**src/hdl/adsr_pkg.sv**
```systemverilog
// ----------------------------------------------------------------------------
// adsr_pkg
// Shared types for the linear ADSR envelope pipeline: register indexes,
// envelope phase codes and the per-request control bundle.
// ----------------------------------------------------------------------------
package adsr_pkg;

    localparam int CFG_IDX_W = 3;

    typedef enum logic [CFG_IDX_W-1:0] {
        CFG_ATTACK  = 3'd0,
        CFG_DECAY   = 3'd1,
        CFG_RELEASE = 3'd2,
        CFG_START   = 3'd3,
        CFG_SUSTAIN = 3'd4
    } cfg_idx_t;

    typedef enum logic [1:0] {
        PH_PEAK,
        PH_ATTACK,
        PH_DECAY,
        PH_SUSTAIN
    } phase_t;

    typedef struct packed {
        logic   held;
        logic   early;
        logic   fwd;
        phase_t phase;
    } env_ctl_t;

    localparam int ENV_CTL_W = $bits(env_ctl_t);

endpackage

```
**src/hdl/adsr_phase.sv**
```systemverilog
// ----------------------------------------------------------------------------
// adsr_phase
// Three-stage front end: note state and lifetime, attack boundary, decay
// boundary, then operand selection for the held-level ratio.
// ----------------------------------------------------------------------------
module adsr_phase #(
    parameter int TICK_BITS  = 32,
    parameter int LEVEL_BITS = 16
) (
    input  logic                     clk,
    input  logic                     rst_n,
    input  logic                     en,
    input  logic                     in_valid,
    input  logic [TICK_BITS-1:0]     now_tick,
    input  logic [TICK_BITS-1:0]     on_tick,
    input  logic [TICK_BITS-1:0]     off_tick,
    input  logic [TICK_BITS-1:0]     attack_ticks,
    input  logic [TICK_BITS-1:0]     decay_ticks,
    input  logic [LEVEL_BITS-1:0]    start_level,
    input  logic [LEVEL_BITS-1:0]    sustain_level,
    output logic                     out_valid,
    output adsr_pkg::env_ctl_t       out_ctl,
    output logic [TICK_BITS-1:0]     op_a,
    output logic [LEVEL_BITS-1:0]    op_b,
    output logic [TICK_BITS-1:0]     op_c,
    output logic [TICK_BITS-1:0]     rel_a
);
    import adsr_pkg::*;

    // stage 1: note state, lifetime and release distance
    logic                 s1_held_next;
    logic                 s1_early_next;
    logic                 s1_fwd_next;
    logic [TICK_BITS-1:0] s1_life_next;
    logic [TICK_BITS-1:0] s1_rel_a_next;
    logic                 s1_valid_reg;
    logic                 s1_held_reg;
    logic                 s1_early_reg;
    logic                 s1_fwd_reg;
    logic [TICK_BITS-1:0] s1_life_reg;
    logic [TICK_BITS-1:0] s1_rel_a_reg;

    always_comb
    begin
        s1_held_next  = on_tick > off_tick;
        s1_early_next = s1_held_next && (now_tick < on_tick);
        s1_fwd_next   = now_tick >= off_tick;
        s1_life_next  = s1_held_next ? (now_tick - on_tick) : (off_tick - on_tick);
        s1_rel_a_next = s1_fwd_next ? (now_tick - off_tick) : (off_tick - now_tick);
    end

    // stage 2: attack boundary
    logic                 s2_in_att_next;
    logic [TICK_BITS-1:0] s2_diff_next;
    logic [LEVEL_BITS-1:0] s2_mag_next;
    logic                 s2_valid_reg;
    logic                 s2_held_reg;
    logic                 s2_early_reg;
    logic                 s2_fwd_reg;
    logic                 s2_in_att_reg;
    logic [TICK_BITS-1:0] s2_life_reg;
    logic [TICK_BITS-1:0] s2_diff_reg;
    logic [TICK_BITS-1:0] s2_rel_a_reg;
    logic [LEVEL_BITS-1:0] s2_mag_reg;

    always_comb
    begin
        s2_in_att_next = s1_life_reg <= attack_ticks;
        s2_diff_next   = s1_life_reg - attack_ticks;
        s2_mag_next    = (sustain_level >= start_level) ? (sustain_level - start_level)
                                                        : (start_level - sustain_level);
    end

    // stage 3: decay boundary and ratio operands
    env_ctl_t              s3_ctl_next;
    logic [TICK_BITS-1:0]  s3_a_next;
    logic [LEVEL_BITS-1:0] s3_b_next;
    logic [TICK_BITS-1:0]  s3_c_next;
    logic                  s3_valid_reg;
    env_ctl_t              s3_ctl_reg;
    logic [TICK_BITS-1:0]  s3_a_reg;
    logic [LEVEL_BITS-1:0] s3_b_reg;
    logic [TICK_BITS-1:0]  s3_c_reg;
    logic [TICK_BITS-1:0]  s3_rel_a_reg;

    always_comb
    begin
        s3_ctl_next.held  = s2_held_reg;
        s3_ctl_next.early = s2_early_reg;
        s3_ctl_next.fwd   = s2_fwd_reg;
        if (s2_in_att_reg)
        begin
            s3_ctl_next.phase = (attack_ticks == '0) ? PH_PEAK : PH_ATTACK;
            s3_a_next         = s2_life_reg;
            s3_b_next         = start_level;
            s3_c_next         = attack_ticks;
        end
        else
        begin
            s3_ctl_next.phase = (s2_diff_reg <= decay_ticks) ? PH_DECAY : PH_SUSTAIN;
            s3_a_next         = s2_diff_reg;
            s3_b_next         = s2_mag_reg;
            s3_c_next         = decay_ticks;
        end
    end

    always_ff @(posedge clk or negedge rst_n)
    begin
        if (!rst_n)
        begin
            s1_valid_reg <= 1'b0;
            s2_valid_reg <= 1'b0;
            s3_valid_reg <= 1'b0;
        end
        else if (en)
        begin
            s1_valid_reg <= in_valid;
            s2_valid_reg <= s1_valid_reg;
            s3_valid_reg <= s2_valid_reg;
        end
    end

    always_ff @(posedge clk)
    begin
        if (en)
        begin
            s1_held_reg   <= s1_held_next;
            s1_early_reg  <= s1_early_next;
            s1_fwd_reg    <= s1_fwd_next;
            s1_life_reg   <= s1_life_next;
            s1_rel_a_reg  <= s1_rel_a_next;
            s2_held_reg   <= s1_held_reg;
            s2_early_reg  <= s1_early_reg;
            s2_fwd_reg    <= s1_fwd_reg;
            s2_in_att_reg <= s2_in_att_next;
            s2_life_reg   <= s1_life_reg;
            s2_diff_reg   <= s2_diff_next;
            s2_rel_a_reg  <= s1_rel_a_reg;
            s2_mag_reg    <= s2_mag_next;
            s3_ctl_reg    <= s3_ctl_next;
            s3_a_reg      <= s3_a_next;
            s3_b_reg      <= s3_b_next;
            s3_c_reg      <= s3_c_next;
            s3_rel_a_reg  <= s2_rel_a_reg;
        end
    end

    assign out_valid = s3_valid_reg;
    assign out_ctl   = s3_ctl_reg;
    assign op_a      = s3_a_reg;
    assign op_b      = s3_b_reg;
    assign op_c      = s3_c_reg;
    assign rel_a     = s3_rel_a_reg;

endmodule

```
**config.mk**
```make
export PLATFORM = sky130hd
export DESIGN_NAME = adsr_phase
export DESIGN_NICKNAME = d
export VERILOG_FILES = /design/src/hdl/adsr_pkg.sv /design/src/hdl/adsr_phase.sv
export SDC_FILE = /design/constraint.sdc
export NUM_CORES = 1
export LEC_CHECK = 0
export BUFFER_PORTS_ARGS = -buffer_cell sky130_fd_sc_hd__buf_2
export CELL_PAD_IN_SITES_DETAIL_PLACEMENT = 1
export CELL_PAD_IN_SITES_GLOBAL_PLACEMENT = 2
export CORE_MARGIN = 5
export CORE_UTILIZATION = 37
export CTS_CLUSTER_SIZE = 28
export DETAILED_ROUTE_END_ITERATION = 8
export PLACE_DENSITY_LB_ADDON = 0.1
export SYNTH_ARGS = -nofsm -noshare
export SYNTH_HDL_FRONTEND = slang
export SYNTH_SLANG_ARGS = --single-unit
```
**constraint.sdc**
```tcl
create_clock -name clk -period 4.14 [get_ports clk]
set_input_delay 0.828 -clock clk [delete_from_list [all_inputs] [get_ports clk]]
set_output_delay 0.828 -clock clk [all_outputs]
set_load 0.02 [all_outputs]
```
==> results of run 1 <==
[per-layer routing]
metal	vias up	global-route usage, %
li1	8239	-
met1	8209	28.3
met2	318	33.9
met3	86	2.92
met4	0	4.97
met5	-	0
[synthesized netlist by cell type (all sizes together) (29+ instances only)]
cell | count | area share, %
clkbuf | 53 | 0.94
edfxtp | 300 | 43
xnor2 | 78 | 3.2
nand3 | 32 | 0.76
nand2b | 30 | 0.89
a21o | 107 | 3.8
ha | 222 | 13
o21ai | 142 | 3.4
mux2 | 55 | 2.9
nand4 | 29 | 0.93
inv | 237 | 4.2
a21oi | 176 | 4.2
nand2 | 142 | 2.5
xor2 | 50 | 2.1
nor2 | 94 | 1.7
[power by group through the flow]
stage / clock network (mW) / registers, mW / logic, mW
global route: 3.12 / 4.36 / 3.68
finish: 2.87 / 4.31 / 3.34
global placement: 0 / 4.36 / 3.26
floorplan: 0 / 4.45 / 2.03
detailed placement: 0 / 4.37 / 3.33
CTS: 2.98 / 4.32 / 3.36
[cell families (layout without fill, tap and decap cells)]
family,after synthesis,count (layout)
compound gates,598,598
xor+xnor,128,128
fa+ha+maj,229,229
buf+inv,305,686
flops,303,303
mux,76,76
other cells,0,1
simple gates,442,442
[area by class of cell]
cell class | instances | area share [%]
flip-flops and latches | 303 | 36.3
multi-input cells | 1473 | 43.4
clock buffers | 42 | 3.69
well taps | 756 | 3.78
diodes | 1 | 0.0100
clock inverters | 17 | 0.460
inverters | 237 | 3.56
repair buffers | 390 | 8.86
[how the worst max path moves through the flow]
stage	to	start	slack, ns	cells after the start
after floorplan	s1_life_reg[18]	off_tick[0]	0.50	13
after global placement	s1_life_reg[25]	off_tick[0]	0.04	14
after detailed placement	s1_early_reg	now_tick[0]	-0.03	15
after CTS	s1_early_reg	now_tick[0]	0.57	15
after global routing	s1_life_reg[24]	now_tick[0]	0.29	15
final	s1_life_reg[25]	off_tick[0]	0.59	14
==> summary.md, run 1 <==
| Metric | Value |
|---|---|
| Metal-1 WL | between 30 and 40 mm |
| Initial antenna violation count | 1 |
| Sequential power share | 41.0% |
| DP HPWL | between 50 and 60 mm |
| PortBufs | around 310 |
| Switch share | approximately 32% |
| Slew at the pin with the worst max-slew slack | ~0.76 ns |
| Area delta synth->final | 18.4% |
| P_leak | 11.4 nW |
| Int Power | about 7.1 mW |
| Switch Pwr | around 3.4 mW |
| Clock buffer depth | 3 |
| Post-Route Utilization | between 40% and 50% |
| Prevailing post-synth register cell | edfxtp_1 |
| Synth Instances | roughly 2100 |
| CP top delay family | simple AND/OR/NAND/NOR gates |
| Post-Layout Cell Count | about 3200 |
| Vias in the first global route | roughly 18000 |
| Io pins | between 300 and 400 |
| FF+latch count, synth | ~300 |
| Critical path buffer and inverter count | 3 |
| Endpoint class of the critical path | flop |
| CTS Root Cell | clkbuf_16 |
| CP startpoint kind | primary input |
| Worst r2r path cells | 12 |
| Antenna Nets Post-Route | 0 |
| Chip height | ~250 um |
| Placed insts | 3159 |
| Ys async rst share | less than 1% |
| Share of layout cells above drive strength 1 | between 20% and 30% |
| Maxcap violations | 0 |
| Placed cell areas | about 24000 sq um |
| Post CTS Setup Buffer Count | 0 |
| Most frequent cells in the layout | buf_2 (312), edfxtp_1 (300), inv_1 (236) |
| Mux contribution to synthesized area | 3.94% |
| Setup Viol. Count Final | 0 |
| Largest net degree at the start of global routing | just over 90 |
| EDFF count, synth | 300 |
| Crit-path max cell delay | ~0.46 ns |
| Period utilization | approximately 86% |
| Met2 wire len | 30.1 mm |
| Post-synthesis net count | approximately 2500 |
| Fillers | roughly 6400 |
| Sequential area share after synthesis | between 40% and 50% |
| Critical path cell sequence | buf_2 -> inv_1 -> ha_1 -> fa_1 -> nor2b_1 -> o21a_1 -> o211ai_1 -> a21oi_1 -> or3_1 -> or4b_1 -> a31oi_2 -> or2_1 -> buf_12 -> mux2_2 |
| # DRC | 0 |
| Clock Sinks | about 300 |
| Post-Route WL | between 60 and 70 mm |
| RSZ-0062 raised after global routing | false |
| Uppermost layer routed | met4 |
| CORE AREA | roughly 56000 sq um |
| Clock Power Share | 27.3% |
| GPL Wtd Cong | between 0.8 and 0.9 |
| Hold WC Path Type | primary input to async pin |
| WP data required | roughly 4.4 ns |
| Status | finished clean |
| Clk_skew | about 0.010 ns |
| Largest family of logic cells by synthesized area | compound AO/OA/AOI/OAI gates |
| DR pass1 iterations | 5 |
| Footprint of the multi-input gates | around 11000 sq um |
| Global-route wire length before repair | approximately 100 mm |
| Final hold slack | between 0.07 and 0.08 ns |
| Total GRT Usage | between 20% and 30% |
| Die area | 62000 sq um |
| Synth warnings | 0 |
| Crit-path max FO | 32 |
| Overflow after GRT | 0 |
| Worst r2r dst | s2_diff_reg[30] |
| Mean Syn Cell Area | just over 10 sq um |
| Commonest non-fill, non-tap cell in the layout | buf_2 |
| Total negative setup slack | 0 ns |
| FF-to-FF setup slack | between 0.7 and 0.8 ns |
| Power Density | about 420 nW/um^2 |
| Synth Area in Compound Gates | between 10% and 20% |
| Total CTS buffers | 36 |
| Die Wd | ~250 um |
| Gate power share | 31.7% |
| Met3 WL | about 2.3 mm |
| Unique masters post-synth | 82 |
| Hold Fails Final Rpt | 0 |
| Starting Density | a little under two fifths |
| Min Tclk post-route | between 3 and 4 ns |
| Vias per inst | 5.24 |
| Worst path slowest cell | or4b_1 |
| Crit path kind | primary input to flop |
| Max-slew violation count | 0 |
| Peak VDD IR | between 0.0002 and 0.0003 V |
| Crit path arrival time | between 3 and 4 ns |
| H-tree levels | 2 |
| Vias | 16900 |
| Seq. cell area | between 9000 and 10000 sq um |
| Post-Synth Simple-Gate Area | 10.3% |
| Layout Nets | ~2900 |
| CTS tree | yes |
| FP Rows | slightly below 90 |
| Post-DR wirelength/cell | 20.3 um |
| Adder-Cell Fraction of Synth Area | between 10 and 15% |
| Final WS setup | 0.587 ns |
| Initial DRC count | approximately 740 |
| Clock-pin slew on the worst setup and hold paths | approximately 0.05 ns |
| Mapped Area | around 21000 sq um |
| Worst skew pair latency | around 0.55 ns |
| # hold bufs at CTS | 0 |
| Synth Area in XOR/XNOR | around 5.3% |
| Relative slew slack | between 40% and 50% |
| Fin area | 25000 sq um |
| Pre-CTS WS | -0.0272 ns |
| Worst r2r src | s1_life_reg[9] |
| Final Power | 10.5 mW |
| CTS-repair resized insts | 0 |
| Fmax | 0.281 GHz |
(Power assumes the default switching activity.)
==> inputs of run 2 (changes only) <==
MAX_ROUTING_LAYER = met4   (was default)
==> run 2 against run 1 <==
Effect of this change: hold slack worse by 0.0090 ns; register-to-register slack gained 0.03 ns; total power is 2.8% higher; combinational power about the same; first-iteration DRC count is 4.7% lower; clock power increased by 10%; cell area up 0.83%; critical path depth is 1 higher; via count decreased by 1.2%; die area did not move; fmax shrank 0.93%.
==> summary.md, run 2 (same netlist as run 1, synthesis figures left out) <==
| Metric | Value |
|---|---|
| Final Power | between 10 and 15 mW |
| Vias | roughly 17000 |
| Met3 WL | roughly 2.5 mm |
| Worst r2r path cells | 12 |
| Power Density | 428 nW/um^2 |
| Chip height | 249 um |
| Overflow after GRT | 0 |
| Die Wd | about 250 um |
| RSZ-0062 raised after global routing | false |
| Slew at the pin with the worst max-slew slack | 0.848 ns |
| Total CTS buffers | 37 |
| Crit path arrival time | 3.88 ns |
| Fin area | 25200 sq um |
| Hold Fails Final Rpt | 0 |
| Share of layout cells above drive strength 1 | between 20% and 30% |
| # DRC | 0 |
| Relative slew slack | between 40% and 50% |
| P_leak | around 11 nW |
| CP startpoint kind | primary input |
| Most frequent cells in the layout | buf_2 (312), edfxtp_1 (300), inv_1 (236) |
| Vias in the first global route | roughly 18000 |
| Met2 wire len | 29.5 mm |
| Placed cell areas | around 24000 sq um |
| Final WS setup | 0.553 ns |
| Post-Route WL | between 60 and 70 mm |
| Clock Sinks | between 300 and 400 |
| CORE AREA | roughly 56000 sq um |
| Vias per inst | just over 5 |
| Pre-CTS WS | -0.00753 ns |
| Initial antenna violation count | 3 |
| Endpoint class of the critical path | flop |
| Clk_skew | ~0.013 ns |
| Clock-pin slew on the worst setup and hold paths | about 0.06 ns |
| Area delta synth->final | 19.4% |
| Layout Nets | around 2900 |
| Max-slew violation count | 0 |
| Setup Viol. Count Final | 0 |
| Commonest non-fill, non-tap cell in the layout | buf_2 |
| Clock buffer depth | 3 |
| GPL Wtd Cong | 0.869 |
| WP data required | about 4.4 ns |
| DP HPWL | 53.0 mm |
| Starting Density | 37.4% |
| Global-route wire length before repair | 101 mm |
| Maxcap violations | 0 |
| Largest net degree at the start of global routing | 115 |
| DR pass1 iterations | 5 |
| Status | finished clean |
| CTS tree | yes |
| Period utilization | a little under 90% |
| PortBufs | 313 |
| Antenna Nets Post-Route | 0 |
| Initial DRC count | ~700 |
| CTS Root Cell | clkbuf_16 |
| Min Tclk post-route | 3.59 ns |
| CTS-repair resized insts | 0 |
| # hold bufs at CTS | 0 |
| Peak VDD IR | 0.000315 V |
| H-tree levels | 2 |
| FP Rows | 87 |
| Crit path kind | primary input to flop |
| Hold WC Path Type | primary input to async pin |
| Die area | slightly above 60000 sq um |
| Io pins | between 300 and 400 |
| Uppermost layer routed | met4 |
| Fmax | 0.279 GHz |
| Post-DR wirelength/cell | approximately 20 um |
| Total GRT Usage | 20.8% |
| Crit-path max FO | 20 |
| Metal-1 WL | 31.6 mm |
| Worst skew pair latency | 0.56 ns |
| Post CTS Setup Buffer Count | 0 |
-- run 2: metal layers --
metal	vias to the layer above	global-route usage, %
met2	316	32.9
met5	-	-
met3	67	3.09
met1	7993	28.6
met4	0	4.56
li1	8279	-
-- run 2: final cells by class --
type,instances,area [sq um]
sequential,303,9080
clock buffer,45,977
fill,6434,31300
tap,756,946
clock inverter,21,209
inverter,237,892
antenna,3,7.51
multi-input combinational,1473,10900
timing repair buffer,394,2270
-- run 2: through the flow --
step	hold slack (ns)	std cells	util, %	setup TNS [ns]
CTS	0.0203	3229	44.7	0
floorplan	0.400	2081	-	0
global placement	0.403	3163	42.6	0
detailed placement	0.405	3163	42.6	-0.0195
finish	0.0618	3232	44.7	0
global route	0.0318	3232	44.7	0
-- run 2: worst paths after layout --
check | start | to | slack [ns]
max in group asynchronous | rst_n | s1_valid_reg | 3.97
worst min register to register | s1_rel_a_reg[26] | s2_rel_a_reg[26] | 0.42
worst max register to register | s1_life_reg[9] | s2_diff_reg[30] | 0.74
worst max-delay path | off_tick[0] | s1_life_reg[5] | 0.55
min in group clk | s1_rel_a_reg[26] | s2_rel_a_reg[26] | 0.42
worst min-delay path | rst_n | out_valid | 0.06
-- run 2: worst max-delay path, stage by stage --
cell and delay, ns:
buf_2 0.09, inv_1 0.05, ha_1 0.20, fa_1 0.41, nor2b_1 0.13, o21a_1 0.15
o211ai_1 0.14, a21oi_1 0.31, or3_1 0.23, or4b_1 0.47, a31oi_2 0.20, or2_1 0.18
buf_12 0.15, buf_4 0.21, o21ai_0 0.12
-- run 2: where the power goes --
part	internal [mW]	leakage (nW)	switching, mW
Sequential	4.08	2.97	0.213
Clock	1.88	0.573	1.29
Combinational	1.38	7.95	1.96
==> inputs of run 3 (changes only) <==
CORE_UTILIZATION = 29   (was 37)
clock period = 3.15 ns   (was 4.14 ns; I/O delays follow)
==> run 3 against run 2 <==
Effect of this change: critical path depth unchanged; hold slack improved by 0.25 ns; clock-buffer cell count up 4; critical path type unchanged; largest cell class unchanged.
==> summary.md, run 3 (same netlist as run 1, synthesis figures left out) <==
| Metric | Value |
|---|---|
| Worst skew pair latency | 0.56 ns |
| Hold Fails Final Rpt | 0 |
| Initial antenna violation count | 1 |
| Peak VDD IR | about 0.00037 V |
| # DRC | 0 |
| DR pass1 iterations | 5 |
| Chip height | 280 um |
| Placed cell areas | between 20000 and 30000 sq um |
| Post-Route Utilization | between 40% and 50% |
| Crit path kind | primary input to flop |
| Critical path depth in cells | 15 |
| PortBufs | between 300 and 400 |
| Commonest non-fill, non-tap cell in the layout | buf_4 |
| GR Util met1 | roughly 24% |
| Global-route wire length before repair | about 110 mm |
| Power Density | around 520 nW/um^2 |
| Total CTS buffers | 40 |
| Pre-CTS WS | -0.927 ns |
| Relative slew slack | between 40% and 50% |
| Initial DRC count | 700 |
| Starting Density | about 29% |
| Most frequent cells in the layout | buf_4 (492), buf_2 (310), edfxtp_1 (300) |
| Die area | 78400 sq um |
| Largest net degree at the start of global routing | between 70 and 80 |
| Crit-path max FO | 6 |
| Share of layout cells above drive strength 1 | 36.3% |
| Status | finished clean |
| Most used cell, CP | buf_12 |
| Critical path cell sequence | buf_12 -> inv_12 -> ha_4 -> fa_2 -> nor2b_1 -> o21a_1 -> o211ai_1 -> buf_4 -> a21oi_4 -> or3_4 -> or4b_4 -> a31oi_4 -> or2_4 -> buf_12 -> mux2_4 |
| CP top delay family | simple AND/OR/NAND/NOR gates |
| Period utilization | 99.3% |
| Clock buffer depth | 3 |
| GRT Max-Usage Layer | met2 |
| DP HPWL | roughly 60 mm |
| Final hold slack | about 0.32 ns |
| GR Util met2 | a little under a third |
| Area delta synth->final | 39.8% |
| Post-DR wirelength/cell | about 19 um |
| Worst Hold Depth | 2 |
| Total GRT Usage | between 10% and 20% |
| Worst r2r path cells | 15 |
| Post-Route WL | around 73 mm |
| Vias per inst | 4.70 |
| Overflow after GRT | 0 |
| Slew at the pin with the worst max-slew slack | a little over 0.8 ns |
| Setup Viol. Count Final | 0 |
| Max-slew violation count | 0 |
| Antenna Nets Post-Route | 0 |
| GPL Wtd Cong | ~0.90 |
| CTS Root Cell | clkbuf_16 |
| Layout Nets | around 3300 |
| Clk_skew | 0.0154 ns |
| Hold WC Path Type | primary input to flop |
| WP data required | roughly 3.5 ns |
| Vias | ~18000 |
| Endpoint class of the critical path | flop |
| CTS tree | yes |
| Die Wd | ~280 um |
| Io pins | about 310 |
| CP startpoint kind | primary input |
| H-tree levels | 2 |
| Clock Sinks | just over 300 |
| Fin area | 29500 sq um |
| Final WS setup | around 0.021 ns |
| Vias in the first global route | 19600 |
| P_leak | 13.7 nW |
| Crit path arrival time | around 3.4 ns |
| Fmax | around 0.32 GHz |
| Worst path slowest cell | or4b_4 |
| RSZ-0062 raised after global routing | true |
| Critical path buffer and inverter count | 4 |
| Crit-path max cell delay | 0.47 ns |
| Min Tclk post-route | around 3.1 ns |
| Clock-pin slew on the worst setup and hold paths | ~0.050 ns |
| FP Rows | 99 |
| Met3 GRT Util | 2.25% |
| CORE AREA | 72600 sq um |
| Maxcap violations | 0 |
## run 3: layout make-up
class | instances | area, sq um
Antenna cell | 1 | 2.50
Clock buffer | 49 | 1030
Clock inverter | 24 | 221
Fill cell | 8314 | 43000
Inverter | 237 | 915
Multi-Input combinational cell | 1473 | 11400
Sequential cell | 303 | 9080
Tap cell | 959 | 1200
Timing Repair Buffer | 824 | 5640
## run 3: report_power, final
part | switching (mW) | internal (mW) | total, mW
Clock | 1.82 | 2.60 | 4.42
Combinational | 2.85 | 2.53 | 5.38
Sequential | 0.313 | 5.37 | 5.68
## run 3: what timing repair did
action,in CTS,in global routing
gates cloned,1,1
endpoints found under the setup margin,55,59
resized for setup,34,71
setup buffers,7,12
pin swaps,18,42
hold endpoints to repair,3,0
hold buffers,1,0
## run 3: path summary, 6_finish.rpt
| path | start | endpoint | slack (ns) |
|---|---|---|---|
| worst min-delay path | in_valid | s1_valid_reg | 0.32 |
| worst max-delay path | off_tick[0] | s1_life_reg[25] | 0.02 |
| worst min register to register | s1_rel_a_reg[25] | s2_rel_a_reg[25] | 0.42 |
| min in group asynchronous | rst_n | out_valid | 0.41 |
| worst max register to register | s1_life_reg[0] | s2_diff_reg[26] | 0.06 |
| max in group asynchronous | rst_n | s1_valid_reg | 2.63 |
## run 3: per-stage QoR
| stage | total power [mW] | setup TNS, ns | instances |
|---|---|---|---|
| after CTS | 15.6 | -0.0744 | 3857 |
| after floorplan | 8.56 | -5.37 | 2081 |
| after global routing | 16.5 | -0.129 | 3870 |
| final | 15.5 | 0 | 3870 |
| after detailed placement | 10.9 | -56.83 | 3775 |
| after global placement | 10.8 | -52.22 | 3775 |
## run 3: worst reg2reg max path, stage by stage (launching register included)
cell and delay, ns:
edfxtp_1 0.44, inv_2 0.11, ha_4 0.15, fa_2 0.24, nor2b_4 0.05, o21ai_2 0.17, a21boi_2 0.10, o21ai_2 0.19
o31ai_1 0.09, buf_4 0.15, a31o_4 0.26, a2111oi_4 0.30, nor3_2 0.07, buf_4 0.16, a31o_1 0.22, xor2_1 0.14
## run 3: layer usage
layer  vias to the layer above  share of wire (%)  wire [um]
met2                       265                 47      34500
met3                        75                3.3       2390
li1                       9126                  -          -
met5                         -                  0          0
met4                         0                2.2       1600
met1                      8714                 47      34400
